===== src/rtl/hmis_pkg.sv =====
// ----------------------------------------------------------------------------
// hmis_pkg
// Shared types and constants for the hybrid merge/insertion sorter.
// ----------------------------------------------------------------------------
`default_nettype none

package hmis_pkg;

  localparam int VALUE_W       = 32;
  localparam int MAX_ITEMS_DEF = 64;

  typedef logic signed [VALUE_W-1:0] value_t;

  typedef enum logic [0:0] {
    ST_LOAD,
    ST_DRAIN
  } state_t;

  typedef struct packed {
    logic ins;
    logic drain;
  } cell_ctl_t;

endpackage

`default_nettype wire


===== src/rtl/hmis_cell.sv =====
// ----------------------------------------------------------------------------
// hmis_cell
// One slot of the sorted chain: insert-shift toward the tail, drain-shift
// toward the head.
// ----------------------------------------------------------------------------
`default_nettype none

module hmis_cell
  import hmis_pkg::*;
(
  input  wire logic      clk,
  input  wire logic      rst_n,
  input  wire cell_ctl_t ctl,
  input  wire value_t    new_value,
  input  wire logic      prev_gt,
  input  wire logic      prev_valid,
  input  wire value_t    prev_value,
  input  wire logic      next_valid,
  input  wire value_t    next_value,
  output logic           valid,
  output value_t         value,
  output logic           gt
);

  logic   valid_r, valid_nxt;
  value_t value_r, value_nxt;

  // empty slots count as greater than anything
  assign gt = !valid_r || (value_r > new_value);

  always_comb begin
    valid_nxt = valid_r;
    value_nxt = value_r;
    if (ctl.drain) begin
      valid_nxt = next_valid;
      value_nxt = next_value;
    end else if (ctl.ins && gt) begin
      if (prev_gt) begin
        valid_nxt = prev_valid;
        value_nxt = prev_value;
      end else begin
        valid_nxt = 1'b1;
        value_nxt = new_value;
      end
    end
  end

  always_ff @(posedge clk) begin
    if (!rst_n) begin
      valid_r <= 1'b0;
    end else begin
      valid_r <= valid_nxt;
    end
  end

  always_ff @(posedge clk) begin
    value_r <= value_nxt;
  end

  assign valid = valid_r;
  assign value = value_r;

endmodule

`default_nettype wire


===== config.mk =====
export PLATFORM = sky130hd
export DESIGN_NAME = hmis_cell
export DESIGN_NICKNAME = d
export VERILOG_FILES = /design/src/rtl/hmis_pkg.sv /design/src/rtl/hmis_cell.sv
export SDC_FILE = /design/constraint.sdc
export NUM_CORES = 1
export LEC_CHECK = 0
export BUFFER_PORTS_ARGS = -buffer_cell sky130_fd_sc_hd__buf_2
export CORE_MARGIN = 2
export CORE_UTILIZATION = 45
export CTS_CLUSTER_DIAMETER = 100
export CTS_CLUSTER_SIZE = 40
export DETAILED_ROUTE_END_ITERATION = 8
export PLACE_DENSITY = 0.89
export SETUP_SLACK_MARGIN = 0.15
export SLEW_MARGIN = 10
export SYNTH_ARGS = -nofsm -noshare
export SYNTH_HDL_FRONTEND = slang
export SYNTH_SLANG_ARGS = --single-unit

===== constraint.sdc =====
create_clock -name clk -period 5.2 [get_ports clk]
set_input_delay 0.78 -clock clk [delete_from_list [all_inputs] [get_ports clk]]
set_output_delay 0.78 -clock clk [all_outputs]
set_load 0.02 [all_outputs]

**Word level (Yosys, flattened, before mapping)**

Index checks and enable logic that the tools add are counted.

- Logic and storage cells: 13
- Register bits: 33
- Input port bits: 103

- Reduce and logical (&&, ||, !) cells: 4
- Mux-type cells: 6
- Order comparisons: 1

Operators with widths:

| kind | count |
|---|---|
| $mux W32 | 3 |
| $gt A32 B32 Y1 | 1 |
| $mux W1 | 3 |
| $reduce_bool A2 Y1 | 1 |
| $logic_and A1 B1 Y1 | 1 |
| $logic_not A1 Y1 | 1 |
| $logic_or A1 B1 Y1 | 1 |

**Logic depth before layout (Yosys ltp)**

Gate-level depths: netlist (run 1).

- Depth in word-level cells: 5
- Mapped depth: 8
- Gate-level depth less buffers: 8

**Worst setup path before layout (run 1)**

No wires, ideal clock.

- Path type: in2reg
- From: input port new_value[14]
- To: register value_r[0], in the netlist value[0], enable pin
- Path buffers: 0
- Stages: 7
- Path slack: 589 ps
- Arrival time: 4145 ps
- Cell sequence: inv_1 ha_1 nand4_1 a2111oi_0 o31a_1 a211oi_2 o21ai_0

- Cells in the longest elaborated chain, start to end: 4

Ends and longest elaborated chain:

| what | line | text |
|---|---|---|
| from (decl) | hmis_cell.sv:14 | `input wire value_t new_value,` |
| $gt A32 B32 Y1 | hmis_cell.sv:29 | `assign gt = !valid_r \|\| (value_r > new_value);` |
| $logic_or A1 B1 Y1 | hmis_cell.sv:29 |  |
| $logic_and A1 B1 Y1 | hmis_cell.sv:37 | `end else if (ctl.ins && gt) begin` |
| $reduce_bool A2 Y1 (no line) | - |  |
| to (signal assigned) | hmis_cell.sv:57 | `value_r <= value_nxt;` |
| to (decl) | hmis_cell.sv:26 | `value_t value_r, value_nxt;` |

No other way between the ends.
A chain may end at the register's enable or synchronous reset.

**Final worst setup path (run 1)**

- From: input port new_value[5]
- To: output port gt

- Cells in the longest elaborated chain, start to end: 2

Ends and longest elaborated chain:

| what | line | text |
|---|---|---|
| $gt A32 B32 Y1 | hmis_cell.sv:29 |  |
| $logic_or A1 B1 Y1 | hmis_cell.sv:29 |  |
| to (decl) | hmis_cell.sv:22 | `output logic gt` |

No other way between the ends.

==> results of run 1 <==
## state kept, by name, summed over array words and instances (netlist names)
register / count
valid: 1
value: 32
## where the power goes
group / switching [mW] / internal, mW
registers: 0.0187 / 0.336
clock network: 0.0947 / 0.0952
logic: 0.164 / 0.115
total: 0.278 / 0.546
## routing by layer
| metal | track usage | routed length [µm] | vias up |
|---|---|---|---|
| met4 | 0.0772 | 123 | 0 |
| met1 | 0.242 | 2670 | 1104 |
| met2 | 0.421 | 3530 | 104 |
| met3 | 0.0460 | 382 | 12 |
| li1 | - | - | 1216 |
| met5 | 0 | 0 | - |
## Yosys cell counts (all sizes together)
cell type and count:
a2111oi 1, a211oi 1, a21o 2, a21oi 14, a221o 1, a221oi 1, and4 3, buf 3
clkbuf 8, dfxtp 1, edfxtp 32, ha 32, inv 37, mux2i 32, nand2 40, nand3 4
nand4 5, nor2 2, nor2b 1, nor3 2, o211ai 1, o21a 1, o21ai 38, o221a 1
o311a 1, o31a 1, o32ai 1
## cell families (layout without fill, tap and decap cells)
logic type	Yosys count	after routing	share of synthesized area
buffers and inverters	48	181	0.0733
and+or+nand+nor	57	57	0.100
DFF	33	33	0.391
AOI/OAI and AO/OA	64	64	0.149
muxes	32	32	0.128
adders and majority gates	32	32	0.160
## path summary, 6_finish.rpt
kind,from,to,slack [ns],cells past startpoint
worst max-delay path,new_value[5],gt,1.61,10
worst min-delay path,valid,valid,0.64,3
worst max register to register,value[14],value[27],2.36,6
worst min register to register,valid,valid,0.64,3
## per-stage QoR
| step | hold slack [ns] | setup WS, ns |
|---|---|---|
| CTS | 0.647 | 1.62 |
| finish | 0.645 | 1.61 |
| detailed placement | 0.633 | 1.63 |
| global route | 0.713 | 1.50 |
| floorplan | 0.683 | 0.589 |
| global placement | 0.603 | 1.76 |
## critical path: cells and delay by family
family                     cells  cell delay (ns)
buffers and inverters          3             0.33
adders and majority gates      1             0.30
AOI/OAI and AO/OA              6             1.40
## final cells by class
cell class,instances,area [µm²]
Fill cell,482,2110
Tap cell,72,90.1
Inverter,37,139
Timing Repair Buffer,136,681
Sequential cell,33,981
Multi-Input combinational cell,185,1360
Clock buffer,8,80.1
==> flow_metrics.env, run 1 <==
export IMPL_outcome="completed"
export IMPL_ys_warn_count=0
export IMPL_synthToLayoutAreaGrowth_pct=32.6
export IMPL_synth_nets=401
export IMPL_drtIter0Drc=59
export IMPL_finish_instance_area_um2=3330
export IMPL_crit_path_cell_trace="buf_2 > inv_1 > ha_1 > a21oi_1 > o21ai_1 > a221o_1 > o31a_1 > a211oi_2 > o21ai_0 > buf_2"
export IMPL_port_buffers=136
export IMPL_synthCells=266
export IMPL_grt_pass1_wl_mm=10.8
export IMPL_cts_setup_buffers=0
export IMPL_timing_final_crit_period_ns=3.59
export IMPL_relSlewSlack=0.292
export IMPL_worst_path_most_repeated_cell="buf_2"
export IMPL_critical_path_slowest_cell="a211oi_2"
export IMPL_crit_arrival_ns=2.81
export IMPL_cts_sink_count=33
export IMPL_nets=533
export IMPL_crit_fanout=3
export IMPL_io_pins=137
export IMPL_final_antenna_net_count=0
export IMPL_cp_required_ns=4.42
export IMPL_final_common_cell="buf_2"
export IMPL_period_share=0.691
export IMPL_hold_viol=0
export IMPL_cts_hold_buffers=0
export IMPL_fin_util=0.612
export IMPL_crit_path_max_incr_delay_ns=0.33
export IMPL_setup_worst_path_class="in -> out"
export IMPL_viasPerCell=5.17
export IMPL_synth_cell_types=29
export IMPL_end_kind="output pin"
export IMPL_worst_pin_slew_ns=1.06
export IMPL_dp_cells=463
export IMPL_finalSetupTns_ns=0
export IMPL_start_util=0.461
export IMPL_cts_tree="built"
export IMPL_die_area_um2=6190
export IMPL_diodes=0
export IMPL_syn_avg_cell_area_um2=9.44
export IMPL_place_hpwl_mm=5.19
export IMPL_worstSkewPairLatency_ns=0.28
export IMPL_place_area_um2=3250
export IMPL_fp_coreArea_um2=5440
export IMPL_instances_no_fill=471
export IMPL_ctsHtreeMaxLevel=2
export IMPL_die_w_um=78.7
export IMPL_maxCapViolations=0
export IMPL_wirelength_mm=6.70
export IMPL_final_cell_mix="buf_2, nand2_1, inv_1"
export IMPL_grt_usage=0.222
export IMPL_first_pass_iters=6
export IMPL_yosys_area_top_type="edfxtp_1"
export IMPL_grt_pass1_vias=2518
export IMPL_clockBufferDepth=2
export IMPL_numCtsBuffers=5
export IMPL_ys_seq_area_frac=0.391
export IMPL_vdd_drop_max_uv=144
export IMPL_finalSetupViolCount=0
export IMPL_antenna_found_initial=0
export IMPL_p_leak_nw=1.78
export IMPL_p_per_area_nw_per_um2=248
export IMPL_rsz0062_at_grt="false"
export IMPL_power_total_mw=0.824
export IMPL_drc=0
export IMPL_path_clk_slew_ns=0.07
export IMPL_grt_start_max_net_pins=69
export IMPL_cts_root_buf="clkbuf_8"
export IMPL_netlist_top_cells_area="edfxtp_1, ha_1, mux2i_1"
export IMPL_synthesis_area_um2=2510
export IMPL_rows=27
export IMPL_crit_path_start_kind="input pin"
export IMPL_place_congestion=0.791
export IMPL_die_h_um=78.7
export IMPL_synth_top_cell_area_share=0.383
export IMPL_drive_above_1_share=0.363
export IMPL_ys_ff_latch=33
export IMPL_post_drt_wl_per_cell_um=14.2
export IMPL_cts_resized=0
export IMPL_vias=2436
export IMPL_fmax_mhz=278
export IMPL_fin_skew_ns=0.00655
export IMPL_hold_class="reg -> reg"
export IMPL_grt_overflow=0
export IMPL_final_max_slew_violation_count=0
Power figures use the tool's default switching activity.
==> inputs of run 2 (changes only) <==
Settings changed: ABC_AREA from default to 1, CORE_UTILIZATION 45 to 41, PLACE_DENSITY 0.89 to 0.85.
Clock period 5.2 ns to 2.97 ns, I/O delays scaled along.
==> run 2 against run 1 <==
Non-clock buffer count rose by 3. Register-to-register slack got worse by 1.8 ns. Highest routed layer unchanged. Total power rose by 67%. Largest cell class unchanged. Clock power rose by 66%. Critical path type is now reg -> out. Flip-flop and latch count did not move. Utilization fell by 4.3 points. Clock skew barely moved. Final cell count rose by 8.5%. Routed wire length fell by 1.9%. Die area rose by 12%. Worst hold slack got worse by 0.22 ns. Global-route usage fell by 2.8 points.
==> flow_metrics.env, run 2 <==
export IMPL_outcome="completed"
export IMPL_instances_no_fill=511
export IMPL_p_leak_nw=1.74
export IMPL_place_hpwl_mm=5.33
export IMPL_fillers=556
export IMPL_vias=2549
export IMPL_min_path_cells=3
export IMPL_path_clk_slew_ns=0.07
export IMPL_final_antenna_net_count=0
export IMPL_post_synth_mux_area_share=0
export IMPL_crit_end="gt"
export IMPL_final_cell_mix="buf_2, nand2_1, inv_1"
export IMPL_crit_path_start_kind="register"
export IMPL_synth_compound_area_frac=0.224
export IMPL_fin_util=0.569
export IMPL_synth_nets=439
export IMPL_ys_async_sr_fraction=0
export IMPL_drtIter0Drc=76
export IMPL_grt_pass1_vias=2706
export IMPL_worst_path_stages=11
export IMPL_ys_warn_count=0
export IMPL_crit_path_max_incr_delay_ns=0.40
export IMPL_ys_seq_area_frac=0.380
export IMPL_cts_setup_buffers=0
export IMPL_die_w_um=83.4
export IMPL_vdd_drop_max_uv=236
export IMPL_grt_overflow=0
export IMPL_netlist_top_cells_area="edfxtp_1, ha_1, nand2_1"
export IMPL_drive_above_1_share=0.353
export IMPL_synth_cell_types=22
export IMPL_finish_instance_area_um2=3410
export IMPL_start_util=0.431
export IMPL_worst_slack_ns=0.368
export IMPL_post_drt_wl_per_cell_um=12.9
export IMPL_drc=0
export IMPL_period_share=0.876
export IMPL_synth_simple_area_share=0.154
export IMPL_cts_tree="built"
export IMPL_die_h_um=83.4
export IMPL_synth_top_cell_area_share=0.372
export IMPL_finalSetupTns_ns=0
export IMPL_diodes=0
export IMPL_timing_rr_start="value[21]"
export IMPL_worst_path_buf_inv=1
export IMPL_syn_avg_cell_area_um2=8.50
export IMPL_crit_fanout=2
export IMPL_critical_path_slowest_cell="edfxtp_1"
export IMPL_whs_ns=0.421
export IMPL_fp_coreArea_um2=5990
export IMPL_final_common_cell="buf_2"
export IMPL_rsz0062_at_grt="false"
export IMPL_yosys_area_top_type="edfxtp_1"
export IMPL_synth_top_family_by_area="compound AO/OA/AOI/OAI gates"
export IMPL_end_kind="output pin"
export IMPL_p_per_area_nw_per_um2=403
export IMPL_fmax_mhz=384
export IMPL_io_pins=137
export IMPL_dp_cells=504
export IMPL_grt_usage=0.194
export IMPL_timing_final_crit_period_ns=2.60
export IMPL_crit_family="simple AND/OR/NAND/NOR gates"
export IMPL_nets=571
export IMPL_synthAdderAreaFrac=0.155
export IMPL_place_area_um2=3330
export IMPL_relSlewSlack=0.372
export IMPL_finalSetupViolCount=0
export IMPL_cts_root_buf="clkbuf_8"
export IMPL_cts_hold_buffers=0
export IMPL_port_buffers=136
export IMPL_grt_pass1_wl_mm=11.3
export IMPL_synthFlopType="edfxtp_1"
export IMPL_rows=28
export IMPL_clockBufferDepth=2
export IMPL_synth_edff_count=32
export IMPL_worstSkewPairLatency_ns=0.28
export IMPL_rrSetupSlack_ns=0.60
export IMPL_hold_class="in -> reg"
export IMPL_startpoint="value[21]"
export IMPL_synth_common_cells="nand2_1, inv_1, edfxtp_1, ha_1"
export IMPL_fin_skew_ns=0.00634
export IMPL_die_area_um2=6950
export IMPL_crit_arrival_ns=2.16
export IMPL_synth_xor_area_share=0
export IMPL_ys_ff_latch=33
export IMPL_wirelength_mm=6.57
export IMPL_first_pass_iters=4
export IMPL_grt_start_max_net_pins=63
export IMPL_reg2reg_to="value[16]"
export IMPL_largest_register_ffs=32
export IMPL_synthToLayoutAreaGrowth_pct=31.9
export IMPL_hold_viol=0
export IMPL_final_max_slew_violation_count=0
export IMPL_power_total_mw=1.37
export IMPL_reg2reg_depth=13
export IMPL_place_congestion=0.758
export IMPL_ctsHtreeMaxLevel=2
export IMPL_yosysMostFrequentCell="nand2_1"
export IMPL_crit_path_cell_trace="ha_1 > a21oi_1 > nor2_1 > nor2_1 > nand3_1 > a21oi_1 > nand3_1 > nand2_1 > nand2_1 > nand2_2 > buf_2"
export IMPL_maxCapViolations=0
export IMPL_pre_cts_slack_ns=0.501
export IMPL_synthesis_area_um2=2580
export IMPL_antenna_found_initial=0
export IMPL_worst_pin_slew_ns=0.942
export IMPL_cts_sink_count=33
export IMPL_setup_worst_path_class="reg -> out"
export IMPL_cts_resized=0
export IMPL_numCtsBuffers=5
export IMPL_synthCells=304
export IMPL_cp_required_ns=2.52
export IMPL_viasPerCell=4.99
## run 2: changes by cell type in the layout (fill, tap and decap cells not counted), sizes merged, moves of 7 or more
cell / delta
o21ai: -36
nand2: +35
mux2i: -32
o21a: +29
o211ai: +28
nor2: +14
a21oi: +7
inv: +7
## run 2: layout make-up
class	count	area (µm²)	area share
Clock buffer	6	72.6	0.0213
Clock inverter	1	3.75	0.00110
Inverter	44	165	0.0485
Multi-Input combinational cell	213	1380	0.404
Sequential cell	33	981	0.288
Tap cell	75	93.8	0.0275
Timing Repair Buffer	139	716	0.210
## run 2: worst reg2reg max path, delay by kind of cell, from the launching register on
family	cells	cell delay, ns
AND/OR/NAND/NOR	9	0.70
buffers and inverters	1	0.24
flip-flops	1	0.40
AO/OA/AOI/OAI	2	0.40
adder cells (fa/ha/maj)	1	0.33
## run 2: worst min-delay path by stage
| stage | from | end |
|---|---|---|
| after CTS | rst_n | valid |
| after global routing | next_value[6] | value[6] |
| after global placement | valid | valid |
| final | rst_n | valid |
| after detailed placement | valid | valid |
| after floorplan | rst_n | valid |
## run 2: layer usage
layer  up-vias  GRT usage  part of all wire
li1       1308          -                 -
met1      1149      0.212              0.40
met2        86      0.374              0.53
met3         6     0.0368             0.056
met4         0     0.0566             0.012
met5         -          0                 0
## run 2: cell families (layout without fill, tap and decap cells)
kind of cell,after synthesis,after routing
adders and majority gates,32,32
buffers and inverters,58,190
DFF,33,33
AOI/OAI and AO/OA,84,84
and+or+nand+nor,97,97
## run 2: where the power goes
group          internal, mW  switching [mW]
clock network         0.158           0.157
logic                 0.195           0.265
registers             0.572          0.0274
total                 0.925           0.450
